### config.mk
export PLATFORM = sky130hd
export DESIGN_NAME = speck_128_256_block_cipher
export DESIGN_NICKNAME = d
export VERILOG_FILES = /design/src/sv/speck_pkg.sv /design/src/sv/speck_round.sv /design/src/sv/speck_128_256_block_cipher.sv
export SDC_FILE = /design/constraint.sdc
export NUM_CORES = 2
export LEC_CHECK = 0
export ABC_CLOCK_PERIOD_IN_PS = 11800
export BUFFER_PORTS_ARGS = -buffer_cell sky130_fd_sc_hd__clkbuf_2
export CORE_ASPECT_RATIO = 0.5
export CORE_MARGIN = 2
export CORE_UTILIZATION = 51
export DETAILED_ROUTE_END_ITERATION = 7
export MAX_ROUTING_LAYER = met4
export PLACE_DENSITY = 0.7
export SLEW_MARGIN = 20
export SYNTH_ARGS = -nofsm -noshare
export SYNTH_HDL_FRONTEND = slang
export SYNTH_HIERARCHICAL = 1
export SYNTH_SLANG_ARGS = --single-unit
### constraint.sdc
create_clock -name clk -period 11.8 [get_ports clk]
set_input_delay 1.77 -clock clk [delete_from_list [all_inputs] [get_ports clk]]
set_output_delay 1.77 -clock clk [all_outputs]
set_load 0.005 [all_outputs]
### src/sv/speck_pkg.sv
// Shared types and constants for the Speck128/256 cipher core.
package speck_pkg;

	localparam int WORD_W    = 64;
	localparam int KEY_WORDS = 4;
	localparam int KEY_IDX_W = 2;
	localparam int ROT_ALPHA = 8;
	localparam int ROT_BETA  = 3;

	localparam logic KIND_ENC = 1'b0;
	localparam logic KIND_DEC = 1'b1;

	typedef struct packed {
		logic              kind;
		logic [WORD_W-1:0] block_low;
		logic [WORD_W-1:0] block_high;
	} speck_in_t;

	typedef struct packed {
		logic [WORD_W-1:0] result_low;
		logic [WORD_W-1:0] result_high;
	} speck_out_t;

	typedef struct packed {
		logic              kind;
		logic [WORD_W-1:0] x0;
		logic [WORD_W-1:0] x1;
		logic [WORD_W-1:0] k;
	} speck_round_in_t;

	typedef struct packed {
		logic [WORD_W-1:0] x0;
		logic [WORD_W-1:0] x1;
	} speck_round_out_t;

endpackage

### src/sv/speck_round.sv
// One Speck round, forward or inverse; also serves the key schedule step.
module speck_round (
	input  speck_pkg::speck_round_in_t  rin,
	output speck_pkg::speck_round_out_t rout
);
	import speck_pkg::*;

	logic [WORD_W-1:0] enc_x1;
	logic [WORD_W-1:0] enc_x0;
	logic [WORD_W-1:0] dec_mix;
	logic [WORD_W-1:0] dec_x0;
	logic [WORD_W-1:0] dec_diff;
	logic [WORD_W-1:0] dec_x1;

	always_comb begin
		// forward: x1 = (x1 >>> 8) + x0 ^ k ; x0 = (x0 <<< 3) ^ x1
		enc_x1 = ((rin.x1 >> ROT_ALPHA) | (rin.x1 << (WORD_W - ROT_ALPHA))) + rin.x0;
		enc_x1 = enc_x1 ^ rin.k;
		enc_x0 = ((rin.x0 << ROT_BETA) | (rin.x0 >> (WORD_W - ROT_BETA))) ^ enc_x1;
		// inverse round
		dec_mix  = rin.x0 ^ rin.x1;
		dec_x0   = (dec_mix >> ROT_BETA) | (dec_mix << (WORD_W - ROT_BETA));
		dec_diff = (rin.x1 ^ rin.k) - dec_x0;
		dec_x1   = (dec_diff << ROT_ALPHA) | (dec_diff >> (WORD_W - ROT_ALPHA));
		if (rin.kind == KIND_DEC) begin
			rout.x0 = dec_x0;
			rout.x1 = dec_x1;
		end else begin
			rout.x0 = enc_x0;
			rout.x1 = enc_x1;
		end
	end

endmodule

### src/sv/speck_128_256_block_cipher.sv
// Speck128/256 cipher core: iterative, one round per cycle on a shared round unit.
//
// Usage:
//   Key: four 64-bit words written through cfg_we/cfg_index/cfg_data, index 0
//   holds key bits 63..0. Every key write restarts the key expansion, which
//   runs through the round unit and fills the round key RAM; in_ready stays
//   low until it is done.
//   Reset clears the key to zero and runs the same expansion before the
//   first block is taken.
//   Input: one transfer on in_valid/in_ready carries a block and the
//   direction (kind 0 encrypt, 1 decrypt). The core then works on that block
//   alone: a prime state starts the round key read, then ROUND_COUNT rounds
//   run one per cycle, limited by the single round unit and the RAM read port.
//   Output: the result is held in an output register, which the done state
//   loads once the register is free; out_valid rises with that load.
//   A new block may be accepted while a result waits. If out_ready is still
//   low when the next block finishes, the core holds it until the output
//   register frees. A new block is taken only once the last has reached the output register.
module speck_128_256_block_cipher #(
	parameter int ROUND_COUNT = 34
) (
	input  logic                                  clk,
	input  logic                                  arst_n,
	input  logic                                  in_valid,
	output logic                                  in_ready,
	input  speck_pkg::speck_in_t                  in_data,
	output logic                                  out_valid,
	input  logic                                  out_ready,
	output speck_pkg::speck_out_t                 out_data,
	input  logic                                  cfg_we,
	input  logic [speck_pkg::KEY_IDX_W-1:0]       cfg_index,
	input  logic [speck_pkg::WORD_W-1:0]          cfg_data
);
	import speck_pkg::*;

	localparam int AW = (ROUND_COUNT > 1) ? $clog2(ROUND_COUNT) : 1;
	localparam logic [AW-1:0] LAST = AW'(ROUND_COUNT - 1);

	typedef enum logic [1:0] {
		ST_IDLE,
		ST_PRIME,
		ST_RUN,
		ST_DONE
	} state_t;

	state_t            state_q;
	logic [AW-1:0]     rnd_cnt_q;
	logic              dir_q;
	logic [WORD_W-1:0] x0_q;
	logic [WORD_W-1:0] x1_q;
	logic [WORD_W-1:0] rk_q;
	logic              out_valid_q;
	speck_out_t        out_data_q;

	logic [WORD_W-1:0] key_q [KEY_WORDS];
	logic              exp_pend_q;
	logic              exp_run_q;
	logic [AW-1:0]     exp_cnt_q;
	logic [WORD_W-1:0] a_q;
	logic [WORD_W-1:0] l0_q;
	logic [WORD_W-1:0] l1_q;
	logic [WORD_W-1:0] l2_q;

	logic [WORD_W-1:0] rk_mem [ROUND_COUNT];

	speck_round_in_t   rin;
	speck_round_out_t  rout;
	logic              in_xfer;
	logic              rd_en;
	logic [AW-1:0]     rd_step;
	logic [AW-1:0]     rd_addr;

	speck_round u_round (
		.rin  (rin),
		.rout (rout)
	);

	assign in_ready  = (state_q == ST_IDLE) && !exp_run_q && !exp_pend_q && !cfg_we;
	assign in_xfer   = in_valid && in_ready;
	assign out_valid = out_valid_q;
	assign out_data  = out_data_q;

	// schedule step is a forward round with the round index as key
	always_comb begin
		if (exp_run_q) begin
			rin.kind = KIND_ENC;
			rin.x0   = a_q;
			rin.x1   = l0_q;
			rin.k    = WORD_W'(exp_cnt_q);
		end else begin
			rin.kind = dir_q;
			rin.x0   = x0_q;
			rin.x1   = x1_q;
			rin.k    = rk_q;
		end
	end

	// prefetch the round key for the next round
	always_comb begin
		rd_en   = (state_q == ST_PRIME) || ((state_q == ST_RUN) && (rnd_cnt_q != LAST));
		rd_step = (state_q == ST_PRIME) ? '0 : (rnd_cnt_q + AW'(1));
		rd_addr = (dir_q == KIND_DEC) ? (LAST - rd_step) : rd_step;
	end

	always_ff @(posedge clk) begin
		if (exp_run_q) begin
			rk_mem[exp_cnt_q] <= a_q;
		end
		if (rd_en) begin
			rk_q <= rk_mem[rd_addr];
		end
	end

	// key registers and schedule sequencer
	always_ff @(posedge clk or negedge arst_n) begin
		if (!arst_n) begin
			for (int i = 0; i < KEY_WORDS; i++) begin
				key_q[i] <= '0;
			end
			exp_pend_q <= 1'b1;
			exp_run_q  <= 1'b0;
			exp_cnt_q  <= '0;
		end else begin
			if (cfg_we) begin
				key_q[cfg_index] <= cfg_data;
			end
			if (exp_pend_q) begin
				exp_pend_q <= cfg_we;
				exp_run_q  <= 1'b1;
				exp_cnt_q  <= '0;
				a_q        <= key_q[0];
				l0_q       <= key_q[1];
				l1_q       <= key_q[2];
				l2_q       <= key_q[3];
			end else begin
				exp_pend_q <= cfg_we;
				if (exp_run_q) begin
					a_q  <= rout.x0;
					l0_q <= l1_q;
					l1_q <= l2_q;
					l2_q <= rout.x1;
					if (exp_cnt_q == LAST) begin
						exp_run_q <= 1'b0;
					end else begin
						exp_cnt_q <= exp_cnt_q + AW'(1);
					end
				end
			end
		end
	end

	// block sequencer and output register
	always_ff @(posedge clk or negedge arst_n) begin
		if (!arst_n) begin
			state_q     <= ST_IDLE;
			rnd_cnt_q   <= '0;
			out_valid_q <= 1'b0;
		end else begin
			if (out_valid_q && out_ready) begin
				out_valid_q <= 1'b0;
			end
			case (state_q)
				ST_IDLE: begin
					if (in_xfer) begin
						x0_q      <= in_data.block_low;
						x1_q      <= in_data.block_high;
						dir_q     <= in_data.kind;
						rnd_cnt_q <= '0;
						state_q   <= ST_PRIME;
					end
				end
				ST_PRIME: begin
					state_q <= ST_RUN;
				end
				ST_RUN: begin
					x0_q <= rout.x0;
					x1_q <= rout.x1;
					if (rnd_cnt_q == LAST) begin
						state_q <= ST_DONE;
					end else begin
						rnd_cnt_q <= rnd_cnt_q + AW'(1);
					end
				end
				ST_DONE: begin
					if (!out_valid_q || out_ready) begin
						out_data_q.result_low  <= x0_q;
						out_data_q.result_high <= x1_q;
						out_valid_q            <= 1'b1;
						state_q                <= ST_IDLE;
					end
				end
				default: begin
					state_q <= ST_IDLE;
				end
			endcase
		end
	end

`ifndef SYNTHESIS
	a_no_block_during_expand: assert property (@(posedge clk) disable iff (!arst_n)
		in_valid && in_ready |-> !exp_run_q && !exp_pend_q)
		else $error("block transfer while key expansion pending");

	a_expand_ends: assert property (@(posedge clk) disable iff (!arst_n)
		exp_run_q && (exp_cnt_q == LAST) |=> !exp_run_q || (exp_cnt_q == '0))
		else $error("key expansion overran the round count");

	a_round_bound: assert property (@(posedge clk) disable iff (!arst_n)
		state_q == ST_RUN |-> rnd_cnt_q <= LAST)
		else $error("round counter out of range");

	a_done_loads: assert property (@(posedge clk) disable iff (!arst_n)
		(state_q == ST_DONE) && (!out_valid_q || out_ready) |=>
			out_valid_q && (state_q == ST_IDLE))
		else $error("finished block not moved to output register");
`endif

endmodule

==> impl_metrics.tcl <==
set metrics [dict create \
    status "complete, no violations" \
    die_area_mm2 0.2748 \
    rrSetupSlack_ns 5.56 \
    drc 0 \
    first_global_vias 86470 \
    cp_cell_sequence "buf_12 -> mux2_2 -> ha_1 -> nand4_1 -> nor4_1 -> o311ai_2 -> buf_4 -> a2111oi_2 -> o21ai_1 -> a31oi_1 -> xnor2_1 -> xnor2_1 -> mux2i_1 -> mux2_2" \
    slowest_delay_ns 0.99 \
    syn_inst 9601 \
    routed.top_layer "met4" \
    timing.rr.start "exp_run_q$_DFF_PN0_" \
    globalplace.congestion 0.9542 \
    ys_ff_latch 3026 \
    critPathCaptureType "flip-flop" \
    p_per_area_mw_per_mm2 203.0 \
    yosys.cell_types.count 95 \
    rsz0062_at_grt "no" \
    met3_wirelength_um 56030 \
    netlist_area_mm2 0.1379 \
    r2r_cells 14 \
    cp_max_fo 119 \
    die_h_um 371.7 \
    firstDrtPassIters 8 \
    required_ns 12.39 \
    crit_cells 14 \
    core_mm2 0.2678 \
    ctsResizeCount 0 \
    yosys_warnings 6 \
    hold-worst-slack_ns 0.4277 \
    finClkSkew_ns 0.09769 \
    grt_pass1_wl_um 615700 \
    wl_met1_um 170800 \
    antenna_found_initial 61 \
    r2r-end "a_q[62]$_DFFE_PP_" \
    critPathLaunch "exp_run_q$_DFF_PN0_" \
    timing.fmax_mhz 160.3 \
    hold_viol 0 \
    htreeDepth 5 \
    vias 92002 \
    crit_buf_inv 2 \
    setup_viol 0 \
    crit_end "a_q[62]$_DFFE_PP_" \
    dieWidth_um 739.3 \
    instances_no_fill 13652 \
    clkLatencyLatePin_ns 0.89 \
    slew_headroom_pct 21.10 \
    io_pins 330 \
    synthesis.nets 9939 \
    crit_arrival_ns 6.83 \
    cp_top_family "simple AND/OR/NAND/NOR gates" \
    drtIter0Drc 14950 \
    postCtsHoldBufs 0 \
    viasPerCell 6.739 \
    dr_wl_met2_um 196600 \
    maxCapViolCount 0 \
    layout_commonest_cell "edfxtp_1" \
    clk_pin_slew_worst_paths_ns 0.07 \
    postCtsSetupRepairBufs 0 \
    fin_crit_sh_pct 52.85 \
    dpl.cell_count 13052 \
    avgSynthCellArea_um2 14.36 \
    leakagePower_uw 0.05275 \
    ant_nets 0 \
    critPathKind "flip-flop to flip-flop" \
    track_usage_pct 31.75 \
    cts_sinks 3026 \
    seq_area_frac_synth_pct 64.91 \
    slowest_stage "nor4_1" \
    drive_above_1_share_pct 19.72 \
    worst_pin_slew_ns 1.167 \
    mostFrequentLayoutCells "edfxtp_1 (2753), nand2_1 (1009), mux2_2 (795)" \
    synthArstFlopShare_pct 9.022 \
    cts_tree "built" \
    ys.flop_type "edfxtp_1" \
    cts_buffer_depth 4 \
    hpwl_um 258600 \
    ir_drop_uv 146.9 \
    fp-row-count 134 \
    grt_max_degree 138 \
    final.setup.tns_ns 0 \
    start_util_pct 51.50 \
    drv_slew 0 \
    port_buffers 329 \
    worstSetupStartpointType "flip-flop" \
    fin_nets 10070 \
    cts-root-buf "clkbuf_16" \
    cts_buffers 278 \
    min_path_type "flip-flop to flip-flop" \
    area_delta_synth_final_pct 10.71 \
    grt_overflow 0 \
    wl_um 436600 \
    final.min_clock_period_ns 6.237 \
    synth_edf_count 2753 \
    avgRoutedWirePerCell_um 31.98 \
]
-- through the flow --
stage | power (uW) | util, % | setup WS, ns | cell area [um2]
floorplan | 18960 | - | 2.859 | 137900
global placement | 21990 | 53.64 | 5.354 | 143600
detailed placement | 22090 | 53.66 | 5.703 | 143700
global route | 31890 | 57.00 | 5.363 | 152600
CTS | 30790 | 56.88 | 5.643 | 152300
finish | 30990 | 57.01 | 5.563 | 152700
-- cell usage after synthesis, types with 89 or more instances --
master    number  area, um2
xor2_1       120       1051
xnor2_1      251       2198
dfrtp_1      272       6807
buf_2        150      750.7
nor2_1       183      686.9
o221ai_1     246       2155
nor3_1       123      615.6
a21o_1        93      698.2
mux2i_1      571       5715
o22ai_1      243       1520
a21oi_1      233       1166
mux2_2       795       8952
mux4_2       128       2883
edfxtp_1    2753      82670
o21ai_0      183      915.9
ha_1         136       1702
a311oi_1      89      779.5
clkbuf_1     481       1805
nand3_1      298       1491
nand2_1     1011       3795
o211ai_1     204       1531
a221oi_1     257       2251
-- logic make-up (layout without fill, tap and decap cells) --
family	after synthesis	after routing	synth area share, %
other cells	0	108	0
mux	1499	1499	12.78
simple gates	1921	1921	6.288
xor+xnor	384	384	2.565
compound gates	1860	1860	9.955
flops	3026	3026	64.91
fa+ha+maj	138	138	1.263
buf+inv	773	1112	2.240
-- flip-flops by register name, indices dropped and copies added, names as in the netlist, 64 cells and up --
register / count
a_q: 64
key_q: 256
l0_q: 64
l1_q: 64
l2_q: 64
out_data: 128
rk_mem: 2176
rk_q: 64
x0_q: 64
x1_q: 64
-- power breakdown --
part / switching [uW] / internal, uW / total (uW)
Combinational: 5590 / 2710 / 8300
Clock: 3960 / 4890 / 8850
Sequential: 275 / 13600 / 13800
-- final cells by class --
| class | count | area, um2 |
|---|---|---|
| diodes | 108 | 270.3 |
| clock inverters | 113 | 969.7 |
| multi-input cells | 5802 | 45770 |
| repair buffers | 566 | 3752 |
| well taps | 3604 | 4509 |
| clock buffers | 375 | 7644 |
| fillers | 20650 | 115100 |
| flip-flops and latches | 3026 | 89510 |
| inverters | 58 | 222.7 |
-- how the worst min path moves through the flow --
stage / start / to / slack [ns] / depth (start not counted)
floorplan: x1_q[0]$_DFFE_PP_ / out_data[0]$_DFFE_PP_ / 0.42 / 0
global placement: x1_q[42]$_DFFE_PP_ / out_data[42]$_DFFE_PP_ / 0.44 / 0
detailed placement: x1_q[42]$_DFFE_PP_ / out_data[42]$_DFFE_PP_ / 0.43 / 0
CTS: x1_q[42]$_DFFE_PP_ / out_data[42]$_DFFE_PP_ / 0.43 / 0
global route: x1_q[42]$_DFFE_PP_ / out_data[42]$_DFFE_PP_ / 0.45 / 0
finish: x1_q[42]$_DFFE_PP_ / out_data[42]$_DFFE_PP_ / 0.43 / 0
-- metal layers --
| metal | vias up | global-route usage [%] |
|---|---|---|
| li1 | 38255 | - |
| met1 | 46865 | 43.79 |
| met2 | 6091 | 47.53 |
| met3 | 791 | 7.242 |
| met4 | 0 | 9.114 |
| met5 | - | - |
No activity file was read; power rests on OpenSTA's default activity.
